--- config.mk ---
export PLATFORM = sky130hd
export DESIGN_NAME = alloc_size_class_rounder_flat
export DESIGN_NICKNAME = d
export VERILOG_FILES = /design/src/hw/rtl/asc_pkg.sv /design/src/hw/rtl/asc_req_if.sv /design/src/hw/rtl/asc_rsp_if.sv /design/src/hw/rtl/asc_class_calc.sv /design/src/hw/rtl/asc_page_calc.sv /design/src/hw/rtl/alloc_size_class_rounder.sv /design/src/flat_wrapper.sv
export SDC_FILE = /design/constraint.sdc
export NUM_CORES = 1
export LEC_CHECK = 0
export BUFFER_PORTS_ARGS = -buffer_cell sky130_fd_sc_hd__buf_2
export CAP_MARGIN = 20
export CORE_MARGIN = 2
export CORE_UTILIZATION = 45
export CTS_BUF_LIST = sky130_fd_sc_hd__clkbuf_4 sky130_fd_sc_hd__clkbuf_8 sky130_fd_sc_hd__clkbuf_16
export DETAILED_ROUTE_END_ITERATION = 10
export PLACE_DENSITY_LB_ADDON = 0.3
export SYNTH_ARGS = -nofsm -noshare
export SYNTH_HDL_FRONTEND = slang
export SYNTH_SLANG_ARGS = --single-unit
--- constraint.sdc ---
create_clock -name clock -period 13.5 [get_ports clock]
set_input_delay 1.35 -clock clock [delete_from_list [all_inputs] [get_ports clock]]
set_output_delay 1.35 -clock clock [all_outputs]
set_load 0.005 [all_outputs]
--- src/hw/rtl/asc_pkg.sv ---
// ----------------------------------------------------------------------------
// asc_pkg: shared definitions of the allocation size-class rounder
// Field widths, default configuration constants and the class result type.
// ----------------------------------------------------------------------------
package asc_pkg;

   localparam int SIZE_W  = 32;
   localparam int LOG2_W  = 5;
   localparam int STEP_W  = 3;
   localparam int PAGES_W = 20;

   localparam int QUANTUM_LOG2_DEF  = 4;
   localparam int STEPS_LOG2_DEF    = 2;
   localparam int PAGE_LOG2_DEF     = 13;
   localparam int CHUNK_LOG2_DEF    = 24;
   localparam int SUBPAGE_LIMIT_DEF = 28672;

   typedef struct packed {
      logic [SIZE_W-1:0] rounded_size;
      logic [LOG2_W-1:0] group_log2;
      logic [LOG2_W-1:0] delta_log2;
      logic [STEP_W-1:0] step_count;
      logic              was_exact;
   } class_type;

   typedef struct packed {
      logic [PAGES_W-1:0] page_count;
      logic               multi_page;
      logic               sub_page;
   } page_type;

endpackage

--- src/hw/rtl/asc_req_if.sv ---
// ----------------------------------------------------------------------------
// asc_req_if: request channel of the size-class rounder
// Valid/ready channel that carries one requested allocation size.
// ----------------------------------------------------------------------------
interface asc_req_if;
   logic                      valid;
   logic                      ready;
   logic [asc_pkg::SIZE_W-1:0] request_size;

   modport source(output valid, output request_size, input ready);
   modport sink(input valid, input request_size, output ready);
endinterface

--- src/hw/rtl/asc_rsp_if.sv ---
// ----------------------------------------------------------------------------
// asc_rsp_if: result channel of the size-class rounder
// Valid/ready channel that carries the size class and page information.
// ----------------------------------------------------------------------------
interface asc_rsp_if;
   logic                        valid;
   logic                        ready;
   logic [asc_pkg::SIZE_W-1:0]  rounded_size;
   logic [asc_pkg::LOG2_W-1:0]  group_log2;
   logic [asc_pkg::LOG2_W-1:0]  delta_log2;
   logic [asc_pkg::STEP_W-1:0]  step_count;
   logic                        was_exact;
   logic [asc_pkg::PAGES_W-1:0] page_count;
   logic                        multi_page;
   logic                        sub_page;

   modport source(output valid, output rounded_size, output group_log2, output delta_log2,
                  output step_count, output was_exact, output page_count,
                  output multi_page, output sub_page, input ready);
   modport sink(input valid, input rounded_size, input group_log2, input delta_log2,
                input step_count, input was_exact, input page_count,
                input multi_page, input sub_page, output ready);
endinterface

--- src/hw/rtl/asc_class_calc.sv ---
// ----------------------------------------------------------------------------
// asc_class_calc: size-class rounding logic
// Finds the group of a request with a leading-one detector and rounds it up
// to its group's next class in canonical form; sizes above the chunk pass as is.
// ----------------------------------------------------------------------------
module asc_class_calc #(
   parameter int QUANTUM_LOG2 = asc_pkg::QUANTUM_LOG2_DEF,
   parameter int STEPS_LOG2   = asc_pkg::STEPS_LOG2_DEF,
   parameter int CHUNK_LOG2   = asc_pkg::CHUNK_LOG2_DEF
) (
   input  logic [asc_pkg::SIZE_W-1:0] request_size,
   output asc_pkg::class_type         cls
);

   localparam int NW = STEPS_LOG2 + 1;
   localparam logic [asc_pkg::SIZE_W-1:0] QUANTUM   = asc_pkg::SIZE_W'(1) << QUANTUM_LOG2;
   localparam logic [asc_pkg::SIZE_W-1:0] FIRST_TOP =
      asc_pkg::SIZE_W'(1) << (QUANTUM_LOG2 + STEPS_LOG2);
   localparam logic [asc_pkg::SIZE_W-1:0] CHUNK     = asc_pkg::SIZE_W'(1) << CHUNK_LOG2;
   localparam logic [asc_pkg::LOG2_W-1:0] Q_LOG2    = asc_pkg::LOG2_W'(QUANTUM_LOG2);
   localparam logic [asc_pkg::LOG2_W-1:0] S_LOG2    = asc_pkg::LOG2_W'(STEPS_LOG2);
   localparam logic [NW-1:0]              ONE_N     = NW'(1);
   localparam logic [NW-1:0]              FULL_N    = NW'(1) << STEPS_LOG2;

   logic [asc_pkg::SIZE_W-1:0] therm;
   logic [asc_pkg::SIZE_W-1:0] lead;
   logic [asc_pkg::LOG2_W-1:0] top;
   logic                       is_small;
   logic                       is_big;
   logic                       is_first;
   logic [asc_pkg::LOG2_W-1:0] grp;
   logic [asc_pkg::LOG2_W-1:0] dlt;
   logic [asc_pkg::SIZE_W-1:0] low_mask;
   logic [asc_pkg::SIZE_W-1:0] shifted;
   logic                       rem_zero;
   logic [NW-1:0]              n_raw;
   logic [NW-1:0]              n_fin;

   always_comb begin
      therm = request_size;
      therm = therm | (therm >> 1);
      therm = therm | (therm >> 2);
      therm = therm | (therm >> 4);
      therm = therm | (therm >> 8);
      therm = therm | (therm >> 16);
      lead  = therm & ~(therm >> 1);
      top   = '0;
      for (int i = 0; i < asc_pkg::SIZE_W; i++) begin
         top = top | (lead[i] ? asc_pkg::LOG2_W'(i) : '0);
      end
   end

   always_comb begin
      is_small = request_size <= QUANTUM;
      is_big   = request_size > CHUNK;
      is_first = request_size <= FIRST_TOP;
      grp      = is_first ? Q_LOG2 : top;
      dlt      = is_first ? Q_LOG2 : top - S_LOG2;
      low_mask = ~({asc_pkg::SIZE_W{1'b1}} << dlt);
      rem_zero = (request_size & low_mask) == '0;
      shifted  = request_size >> dlt;
      n_raw    = NW'(shifted) - (is_first ? ONE_N : FULL_N);
      n_fin    = n_raw;

      cls = '0;
      if (is_small) begin
         cls.rounded_size = QUANTUM;
         cls.group_log2   = Q_LOG2;
         cls.delta_log2   = Q_LOG2;
         cls.was_exact    = request_size == QUANTUM;
      end else if (is_big) begin
         cls.rounded_size = request_size;
      end else begin
         cls.was_exact  = rem_zero;
         cls.group_log2 = grp;
         cls.delta_log2 = dlt;
         if (rem_zero) begin
            cls.rounded_size = request_size;
            if (n_raw == '0 && !is_first) begin
               // A power of two is reported as the last step of the group below.
               cls.group_log2 = grp - asc_pkg::LOG2_W'(1);
               cls.delta_log2 = dlt - asc_pkg::LOG2_W'(1);
               n_fin          = FULL_N;
            end
         end else begin
            cls.rounded_size = (request_size & ~low_mask) + (asc_pkg::SIZE_W'(1) << dlt);
            n_fin            = n_raw + ONE_N;
         end
         cls.step_count = asc_pkg::STEP_W'(n_fin);
      end
   end

endmodule

--- src/hw/rtl/asc_page_calc.sv ---
// ----------------------------------------------------------------------------
// asc_page_calc: page count and page flags
// Counts the pages that cover the raw request and classifies the rounded size.
// ----------------------------------------------------------------------------
module asc_page_calc #(
   parameter int PAGE_LOG2     = asc_pkg::PAGE_LOG2_DEF,
   parameter int SUBPAGE_LIMIT = asc_pkg::SUBPAGE_LIMIT_DEF
) (
   input  logic [asc_pkg::SIZE_W-1:0] request_size,
   input  logic [asc_pkg::SIZE_W-1:0] rounded_size,
   input  logic [asc_pkg::LOG2_W-1:0] delta_log2,
   output asc_pkg::page_type          pg
);

   localparam int SUM_W = (PAGE_LOG2 + asc_pkg::PAGES_W > asc_pkg::SIZE_W + 1) ?
                          PAGE_LOG2 + asc_pkg::PAGES_W : asc_pkg::SIZE_W + 1;
   localparam logic [asc_pkg::SIZE_W-1:0] PAGE      = asc_pkg::SIZE_W'(1) << PAGE_LOG2;
   localparam logic [asc_pkg::SIZE_W-1:0] PAGE_MASK = PAGE - asc_pkg::SIZE_W'(1);
   localparam logic [asc_pkg::SIZE_W-1:0] SUB_LIMIT = asc_pkg::SIZE_W'(SUBPAGE_LIMIT);
   localparam logic [asc_pkg::LOG2_W-1:0] P_LOG2    = asc_pkg::LOG2_W'(PAGE_LOG2);

   logic [SUM_W-1:0] sum;

   always_comb begin
      sum           = SUM_W'(request_size) + SUM_W'(PAGE_MASK);
      pg.page_count = (request_size <= PAGE) ? asc_pkg::PAGES_W'(1)
                                             : sum[PAGE_LOG2 +: asc_pkg::PAGES_W];
      pg.multi_page = (delta_log2 >= P_LOG2) || ((rounded_size & PAGE_MASK) == '0);
      pg.sub_page   = rounded_size <= SUB_LIMIT;
   end

endmodule

--- src/hw/rtl/alloc_size_class_rounder.sv ---
// ----------------------------------------------------------------------------
// alloc_size_class_rounder: allocation size-class rounder
// Rounds a requested size to its size class and reports page information.
// ----------------------------------------------------------------------------
// The block takes one request in every cycle unless a waiting result stalls
// it: the request is captured in an input register, the class and page
// logic runs in one pass, and the result waits in an output register until
// it is taken. A waiting result does not block the next request while the
// input register is free or moving on.
module alloc_size_class_rounder #(
   parameter int QUANTUM_LOG2  = asc_pkg::QUANTUM_LOG2_DEF,
   parameter int STEPS_LOG2    = asc_pkg::STEPS_LOG2_DEF,
   parameter int PAGE_LOG2     = asc_pkg::PAGE_LOG2_DEF,
   parameter int CHUNK_LOG2    = asc_pkg::CHUNK_LOG2_DEF,
   parameter int SUBPAGE_LIMIT = asc_pkg::SUBPAGE_LIMIT_DEF
) (
   input logic       clock,
   input logic       reset,
   asc_req_if.sink   req_chan,
   asc_rsp_if.source rsp_chan
);

   logic                       req_valid_ff;
   logic [asc_pkg::SIZE_W-1:0] req_size_ff;
   logic                       rsp_valid_ff;
   asc_pkg::class_type         cls_ff;
   asc_pkg::page_type          pg_ff;
   asc_pkg::class_type         cls_in;
   asc_pkg::page_type          pg_in;
   logic                       rsp_free;
   logic                       req_free;

   asc_class_calc #(
      .QUANTUM_LOG2(QUANTUM_LOG2),
      .STEPS_LOG2  (STEPS_LOG2),
      .CHUNK_LOG2  (CHUNK_LOG2)
   ) u_class (
      .request_size(req_size_ff),
      .cls         (cls_in)
   );

   asc_page_calc #(
      .PAGE_LOG2    (PAGE_LOG2),
      .SUBPAGE_LIMIT(SUBPAGE_LIMIT)
   ) u_page (
      .request_size(req_size_ff),
      .rounded_size(cls_in.rounded_size),
      .delta_log2  (cls_in.delta_log2),
      .pg          (pg_in)
   );

   assign rsp_free       = !rsp_valid_ff || rsp_chan.ready;
   assign req_free       = !req_valid_ff || rsp_free;
   assign req_chan.ready = req_free;

   always_ff @(posedge clock) begin
      if (reset) begin
         req_valid_ff <= 1'b0;
         rsp_valid_ff <= 1'b0;
      end else begin
         if (req_free) begin
            req_valid_ff <= req_chan.valid;
         end
         if (rsp_free) begin
            rsp_valid_ff <= req_valid_ff;
         end
      end
      if (req_free && req_chan.valid) begin
         req_size_ff <= req_chan.request_size;
      end
      if (rsp_free && req_valid_ff) begin
         cls_ff <= cls_in;
         pg_ff  <= pg_in;
      end
   end

   assign rsp_chan.valid        = rsp_valid_ff;
   assign rsp_chan.rounded_size = cls_ff.rounded_size;
   assign rsp_chan.group_log2   = cls_ff.group_log2;
   assign rsp_chan.delta_log2   = cls_ff.delta_log2;
   assign rsp_chan.step_count   = cls_ff.step_count;
   assign rsp_chan.was_exact    = cls_ff.was_exact;
   assign rsp_chan.page_count   = pg_ff.page_count;
   assign rsp_chan.multi_page   = pg_ff.multi_page;
   assign rsp_chan.sub_page     = pg_ff.sub_page;

endmodule

--- src/flat_wrapper.sv ---
// flat-port wrapper written by rule: the top's interface ports become plain ports
module alloc_size_class_rounder_flat 
#(
   parameter int QUANTUM_LOG2  = asc_pkg::QUANTUM_LOG2_DEF,
   parameter int STEPS_LOG2    = asc_pkg::STEPS_LOG2_DEF,
   parameter int PAGE_LOG2     = asc_pkg::PAGE_LOG2_DEF,
   parameter int CHUNK_LOG2    = asc_pkg::CHUNK_LOG2_DEF,
   parameter int SUBPAGE_LIMIT = asc_pkg::SUBPAGE_LIMIT_DEF
)
  (clock, reset, req_chan_valid, req_chan_request_size, req_chan_ready, rsp_chan_valid, rsp_chan_rounded_size, rsp_chan_group_log2, rsp_chan_delta_log2, rsp_chan_step_count, rsp_chan_was_exact, rsp_chan_page_count, rsp_chan_multi_page, rsp_chan_sub_page, rsp_chan_ready);
  asc_req_if req_chan_i ();
  asc_rsp_if rsp_chan_i ();
  input logic clock;
  input logic reset;
  input wire logic [$bits(req_chan_i.valid)-1:0] req_chan_valid;
  input wire logic [$bits(req_chan_i.request_size)-1:0] req_chan_request_size;
  output wire logic [$bits(req_chan_i.ready)-1:0] req_chan_ready;
  output wire logic [$bits(rsp_chan_i.valid)-1:0] rsp_chan_valid;
  output wire logic [$bits(rsp_chan_i.rounded_size)-1:0] rsp_chan_rounded_size;
  output wire logic [$bits(rsp_chan_i.group_log2)-1:0] rsp_chan_group_log2;
  output wire logic [$bits(rsp_chan_i.delta_log2)-1:0] rsp_chan_delta_log2;
  output wire logic [$bits(rsp_chan_i.step_count)-1:0] rsp_chan_step_count;
  output wire logic [$bits(rsp_chan_i.was_exact)-1:0] rsp_chan_was_exact;
  output wire logic [$bits(rsp_chan_i.page_count)-1:0] rsp_chan_page_count;
  output wire logic [$bits(rsp_chan_i.multi_page)-1:0] rsp_chan_multi_page;
  output wire logic [$bits(rsp_chan_i.sub_page)-1:0] rsp_chan_sub_page;
  input wire logic [$bits(rsp_chan_i.ready)-1:0] rsp_chan_ready;
  assign req_chan_i.valid = req_chan_valid;
  assign req_chan_i.request_size = req_chan_request_size;
  assign req_chan_ready = req_chan_i.ready;
  assign rsp_chan_valid = rsp_chan_i.valid;
  assign rsp_chan_rounded_size = rsp_chan_i.rounded_size;
  assign rsp_chan_group_log2 = rsp_chan_i.group_log2;
  assign rsp_chan_delta_log2 = rsp_chan_i.delta_log2;
  assign rsp_chan_step_count = rsp_chan_i.step_count;
  assign rsp_chan_was_exact = rsp_chan_i.was_exact;
  assign rsp_chan_page_count = rsp_chan_i.page_count;
  assign rsp_chan_multi_page = rsp_chan_i.multi_page;
  assign rsp_chan_sub_page = rsp_chan_i.sub_page;
  assign rsp_chan_i.ready = rsp_chan_ready;
  alloc_size_class_rounder #(.QUANTUM_LOG2(QUANTUM_LOG2), .STEPS_LOG2(STEPS_LOG2), .PAGE_LOG2(PAGE_LOG2), .CHUNK_LOG2(CHUNK_LOG2), .SUBPAGE_LIMIT(SUBPAGE_LIMIT)) u_core (.clock(clock), .reset(reset), .req_chan(req_chan_i), .rsp_chan(rsp_chan_i));
endmodule
==> results.md, run 1 <==
- Post-synthesis sequential area ratio: 0.366
- CTS Buf Count: 9
- PostCTS Resize Cnt: 0
- F_max: 0.117 GHz
- H-tree levels: 3
- Vias per cell: 6.48
- CTS Sinks: 102
- Vias in the first global route: 7579
- Hold Buf Count CTS: 0
- Initial antenna violation count: 0
- Busiest layer in global routing: met2
- Syn Std Cell Area: 8320 um^2
- Final Max Slew Viols: 0
- Period utilization: 0.633
- Met3 usage in global routing: 0.0578
- Area leader, netlist: edfxtp_1
- Placer Congestion: 0.966
- First-pass GRT wire length: 42800 um
- Fillcell total: 1749
- Core region area: 18000 um^2
- Placed insts: 1220
- Clock buffer depth: 2
- Total power: 783 uW
- Synth async-reset ratio: 0
- Status: complete, no violations
- Die H: 140 um
- Post-CTS Setup Inserts: 0
- 1st-pass router iterations: 5
- DIE AREA: 19600 um^2
- Routed wire per std cell: 22.2 um
- # IOs: 106
- Synth top area cells: edfxtp_1 (36%), ha_1 (6.2%), nor2_1 (5.3%)
- Detailed Route Iter0 Violations: 938
- DP HPWL: 19900 um
- Syn Inst Count: 937
- CP Max Fanout: 22
- Pre-CTS setup slack: 5.17 ns
- Clk slew on worst S/H paths: 0.08 ns
- Final WS setup: 4.96 ns
- Post-Route Skew: 0.0106 ns
- CTS tree: built
- Grt met1 use: 0.366
- Post-Syn Nets: 1015
- CP Data Arrival Time: 8.74 ns
- Fin crit period: 8.54 ns
- Number of buffers inserted by port buffering: 105
- Non-Filler Instances: 1236
- Row cnt: 49
- Vias: 8004
- Share of cells above drive strength 1: 0.172
- PwrDens: 84.6 nW/um^2
- Die Wd: 140 um
- GRT Util Overall: 0.279
- Initial Utilization: 0.462
- Worst path required time: 13.69 ns
- Worst setup EP type: register
- Root buffer cell: clkbuf_16
- Worst-Skew Late Latency: 0.37 ns
- Max rail drop VDD: 0.0610 mV
- Slew headroom: 0.272
- Final setup viols: 0
- Unrepaired setup endpoints after global routing: no
- Synth unique cells: 87
- Ys flop type: edfxtp_1
- EDFF count, synth: 100
- Setup TNS: 0 ns
- Post-Route WL: 27500 um
- Area grow syn2layout: 11.2%
- Post-synth top cells: nor2_1 (118), edfxtp_1 (100), nand2_1 (87), a21oi_1 (65), clkbuf_1 (42)
- Top-count cell post-synth: nor2_1
- Nets: 1080
- Critical setup path kind: register to register
- Least-Margin Pin Slew: 1.08 ns
- DRC Markers: 0
- P_leak: 3.69 nW
- Avg Inst Size Synth: 8.88 um^2
- Max capacitance violation total: 0
- GR Util met2: 0.443
- Synth warnings: 0
- Total grt overflow: 0
- Top cell type's share of synthesized area: 0.361
- Synth Register Bits: 102
- Largest net degree at the start of global routing: 69
- Detail Route Antenna Nets: 0
- Final hold vios: 0
- Diode count: 0
- Worst hold-check path type: register to register
- Crit start category: register
## through the flow
step,hold WS [ns],util,area (um^2)
final,0.530,0.513,9260
after CTS,0.529,0.513,9260
after global routing,0.588,0.513,9260
after floorplan,0.478,-,8320
after detailed placement,0.513,0.497,8960
after global placement,0.518,0.497,8960
## area by class of cell
class | count | area, um^2 | share of cell area
Multi-Input combinational cell | 736 | 4870 | 0.526
Sequential cell | 102 | 3040 | 0.329
Timing Repair Buffer | 119 | 631 | 0.0681
Tap cell | 229 | 287 | 0.0310
Clock buffer | 10 | 233 | 0.0251
Inverter | 34 | 129 | 0.0139
Clock inverter | 6 | 62.6 | 0.00676
## worst max-delay path, stage by stage (launching register included)
cell and delay (ns):
edfxtp_1 0.66, or3_1 0.58, nor3_2 0.52, o211ai_1 0.27, nand3_1 0.12, buf_4 0.27
inv_1 0.28, ha_1 0.88, inv_1 0.46, a41oi_1 0.29, buf_4 0.30, nand3_1 0.21
nor2_1 0.16, ha_1 0.33, a211oi_1 0.31, o21ai_0 0.15, a31oi_1 0.33, o21ai_0 0.25
xnor2_1 0.31, a21oi_1 0.10, or4_1 0.41, a221o_1 0.38, nand4b_1 0.16, nand4_1 0.16
nor4b_2 0.23, nor4b_2 0.22
## cell usage in the layout (no fill, tap or decap), types with 7 or more instances in the layout
cell type  count
o21a_1         7
edfxtp_1     100
a31oi_1       16
nor3_1        38
buf_4         14
a21oi_1       65
o21ai_0       31
xnor2_1       37
nand4_1       13
ha_1          41
nand3_1       24
a21o_1        18
nand2_1       87
xor2_1        14
a22oi_1        7
a211oi_1      13
nor4_1        11
inv_1         32
nor2b_1       10
or3_1          8
o31ai_1        7
nor2_1       118
buf_2        105
clkbuf_16      9
and3_1        15
mux2i_1       13
or4_1          7
## sequential cells by signal, indices dropped and copies added, names as in the netlist
register / count
u_core.req_size_ff: 32
u_core.rsp_chan.rounded_size: 32
u_core.rsp_chan.page_count: 20
u_core.rsp_chan.delta_log2: 5
u_core.rsp_chan.group_log2: 5
u_core.rsp_chan.step_count: 3
u_core.req_valid_ff: 1
u_core.rsp_chan.multi_page: 1
u_core.rsp_chan.sub_page: 1
u_core.rsp_chan.valid: 1
u_core.rsp_chan.was_exact: 1
## logic make-up after synthesis
family	after synthesis	share of synthesized area
buffers and inverters	99	0.0513
flip-flops	102	0.366
multiplexers	16	0.0211
adder cells (fa/ha/maj)	42	0.0641
XOR/XNOR	52	0.0564
AND/OR/NAND/NOR	371	0.226
AO/OA/AOI/OAI	255	0.215
## metal layers
layer | vias up | wire, um
met4 | 0 | 1340
li1 | 3653 | -
met1 | 3776 | 11500
met2 | 473 | 12100
met3 | 102 | 2490
met5 | - | 0
## power breakdown
group | leakage, nW | total, mW | internal (mW) | switching, mW
Clock | 0.146 | 0.267 | 0.132 | 0.135
Sequential | 0.956 | 0.390 | 0.366 | 0.0239
Combinational | 2.58 | 0.126 | 0.0460 | 0.0796
## final timing paths
kind | from | endpoint | slack, ns | depth (start not counted)
setup / recovery | u_core.req_size_ff[19] | u_core.rsp_chan.sub_page | 4.96 | 25
hold / removal | u_core.req_valid_ff | u_core.rsp_chan.valid | 0.53 | 2
setup reg to reg | u_core.req_size_ff[19] | u_core.rsp_chan.sub_page | 4.96 | 25
hold reg to reg | u_core.req_valid_ff | u_core.rsp_chan.valid | 0.53 | 2
Note: power is estimated with default switching activity, not from simulation.
==> run 2, diff against run 1 <==
==> constraint.sdc (replaced) <==
create_clock -name clock -period 7.3 [get_ports clock]
set_input_delay 0.73 -clock clock [delete_from_list [all_inputs] [get_ports clock]]
set_output_delay 0.73 -clock clock [all_outputs]
set_load 0.005 [all_outputs]
==> results.md, run 2 (synthesized netlist as in run 1, its figures left out) <==
- Status: complete, no violations
- Clk slew on worst S/H paths: 0.08 ns (about the same)
- Non-Filler Instances: 1305 (+5.6%)
- Post-Route WL: 28500 um (+3.8%)
- P_leak: 4.03 nW (+9.2%)
- Dpl cell area: 9480 um^2 (+5.8%)
- 1st-pass router iterations: 6 (+1)
- Final Max Slew Viols: 0 (unchanged)
- Commonest non-fill, non-tap cell in the layout: nor2_1
- Area grow syn2layout: 17.8%
- Total power: 1.47 mW (+87%)
- Internal power consumption: 1.02 mW (+88%)
- Core region area: 18000 um^2 (unchanged)
- Hold endpoint: u_core.rsp_chan.valid
- PostCTS Resize Cnt: 0 (unchanged)
- Vias: 8127 (+1.5%)
- H-tree levels: 3 (unchanged)
- Fillcell total: 1676 (-4.2%)
- Critical setup path kind: register to register
- PwrDens: 150 nW/um^2 (+77%)
- Placed insts: 1289 (+5.7%)
- Net Sw Frac: 0.303 (-0.00145)
- Routed wire per std cell: 21.9 um (-1.7%)
- Clock buffer depth: 2 (unchanged)
- Share of cells above drive strength 1: 0.230 (+0.0578)
- CTS Sinks: 102 (unchanged)
- # IOs: 106 (unchanged)
- CTS tree: built
- Hold Buf Count CTS: 0 (unchanged)
- Total grt overflow: 0 (unchanged)
- Die Wd: 140 um (unchanged)
- Min-delay src: reset
- Initial Utilization: 0.462 (unchanged)
- Most frequent cells in the layout: nor2_1 (118), buf_2 (105), edfxtp_1 (100)
- Initial antenna violation count: 0 (unchanged)
- R2R Path Start: u_core.req_size_ff[29]
- Largest net degree at the start of global routing: 69 (unchanged)
- Vias per cell: 6.23 (-3.8%)
- Worst setup EP type: register
- CP Data Arrival Time: 7.10 ns (-1.64 ns)
- Slew headroom: 0.215 (-0.0566)
- CP Max Fanout: 12 (-45%)
- Placer Congestion: 0.989 (+2.4%)
- First-pass GRT wire length: 43900 um (+2.5%)
- Sequential share of power: 0.477 (-0.021)
- Detail Route Antenna Nets: 0 (unchanged)
- Detailed Route Iter0 Violations: 898 (-4.3%)
- Crit start category: register
- Max rail drop VDD: 0.113 mV (+86%)
- Final Util: 0.544 (+0.0304)
- DIE AREA: 19600 um^2 (unchanged)
- F_max: 0.145 GHz (+24%)
- Final Cell Area: 9800 um^2 (+5.9%)
- Final hold vios: 0 (unchanged)
- Hold depth: 2 (unchanged)
- Diode count: 0 (unchanged)
- Switching power: 445 uW (+87%)
- Vias in the first global route: 7555 (-0.32%)
- Worst-Skew Late Latency: 0.37 ns (about the same)
- Reg2reg path depth: 27 (+8.0%)
- Die H: 140 um (unchanged)
- Setup TNS: 0 ns (unchanged)
- GRT Util Overall: 0.288 (+0.00932)
- DRC Markers: 0 (unchanged)
- Share of power burned in combinational logic: 0.188 (+0.028)
- Worst hold-check path type: primary input to register
- Fin crit period: 6.90 ns (-1.64 ns)
- Clock power share: 0.335 (-0.006)
- Reg-to-Reg End: u_core.rsp_chan.sub_page
- Worst path required time: 7.50 ns (-6.19 ns)
- Root buffer cell: clkbuf_16
- Max capacitance violation total: 0 (unchanged)
- Row cnt: 49 (unchanged)
- DP HPWL: 21500 um (+8.3%)
- Least-Margin Pin Slew: 1.16 ns (+0.0840 ns)
- Post-Route Skew: 0.0122 ns (+0.00155 ns)
- Number of buffers inserted by port buffering: 105 (unchanged)
- Final setup viols: 0 (unchanged)
- Flop-to-flop setup slack: 0.40 ns (-4.56 ns)
- Period utilization: 0.945 (+0.312)
- Post-CTS Setup Inserts: 0 (unchanged)
- CTS Buf Count: 9 (unchanged)
- Unrepaired setup endpoints after global routing: no
- Nets: 1149 (+6.4%)
[run 2: worst max-delay path: stages, from the launching register on]
cell	delay [ns]
edfxtp_1	0.39
buf_4	0.21
nor4_2	0.35
nand3_1	0.21
or2_2	0.37
or3_1	0.34
o211ai_1	0.17
nor2_1	0.11
ha_1	0.27
or3_1	0.50
nand2_1	0.16
nand3_1	0.22
nor2_1	0.18
ha_1	0.32
a211oi_1	0.32
o21ai_0	0.17
a31oi_2	0.26
o211ai_1	0.20
o21bai_1	0.26
o221ai_1	0.19
nor4_1	0.23
nor3_1	0.13
a21o_1	0.20
a21oi_1	0.19
o21ai_0	0.14
xor2_1	0.15
a21o_1	0.21
nor4b_2	0.26
[run 2: area by class of cell]
| class | count | area [um^2] | share of cell area |
|---|---|---|---|
| clock buffers | 9 | 225 | 0.0230 |
| clock inverters | 7 | 70.1 | 0.00715 |
| inverters | 34 | 129 | 0.0131 |
| multi-input cells | 736 | 4900 | 0.500 |
| flip-flops and latches | 102 | 3040 | 0.310 |
| well taps | 229 | 287 | 0.0292 |
| repair buffers | 188 | 1150 | 0.117 |
[run 2: worst max path at each step]
stage / startpoint / endpoint / cells past startpoint
finish: u_core.req_size_ff[29] / u_core.rsp_chan.sub_page / 27
global route: u_core.req_size_ff[29] / u_core.rsp_chan.sub_page / 27
CTS: u_core.req_size_ff[18] / u_core.rsp_chan.sub_page / 27
detailed placement: u_core.req_size_ff[18] / u_core.rsp_chan.sub_page / 26
global placement: u_core.req_size_ff[23] / u_core.rsp_chan.sub_page / 26
floorplan: u_core.req_size_ff[27] / u_core.rsp_chan.sub_page / 31
[run 2: power by group through the flow]
| stage | logic, mW | registers, mW | clock network, mW |
|---|---|---|---|
| detailed placement | 0.267 | 0.713 | 0 |
| floorplan | 0.164 | 0.705 | 0 |
| finish | 0.276 | 0.700 | 0.492 |
| global placement | 0.267 | 0.712 | 0 |
| global route | 0.295 | 0.703 | 0.520 |
| CTS | 0.268 | 0.700 | 0.498 |
[run 2: metrics by stage]
stage / setup WS [ns] / hold slack [ns]
after global routing: 0.00356 / 0.525
after detailed placement: 0.507 / 0.511
after global placement: 0.612 / 0.515
after floorplan: 0.720 / 0.478
final: 0.399 / 0.516
after CTS: 0.482 / 0.515
[run 2: routing by layer]
metal | up-vias | global-route usage | wire [um]
met4 | 0 | 0.100 | 966
met3 | 76 | 0.0738 | 2750
met2 | 462 | 0.443 | 12500
met1 | 3801 | 0.396 | 12300
li1 | 3788 | - | -
met5 | - | 0 | 0
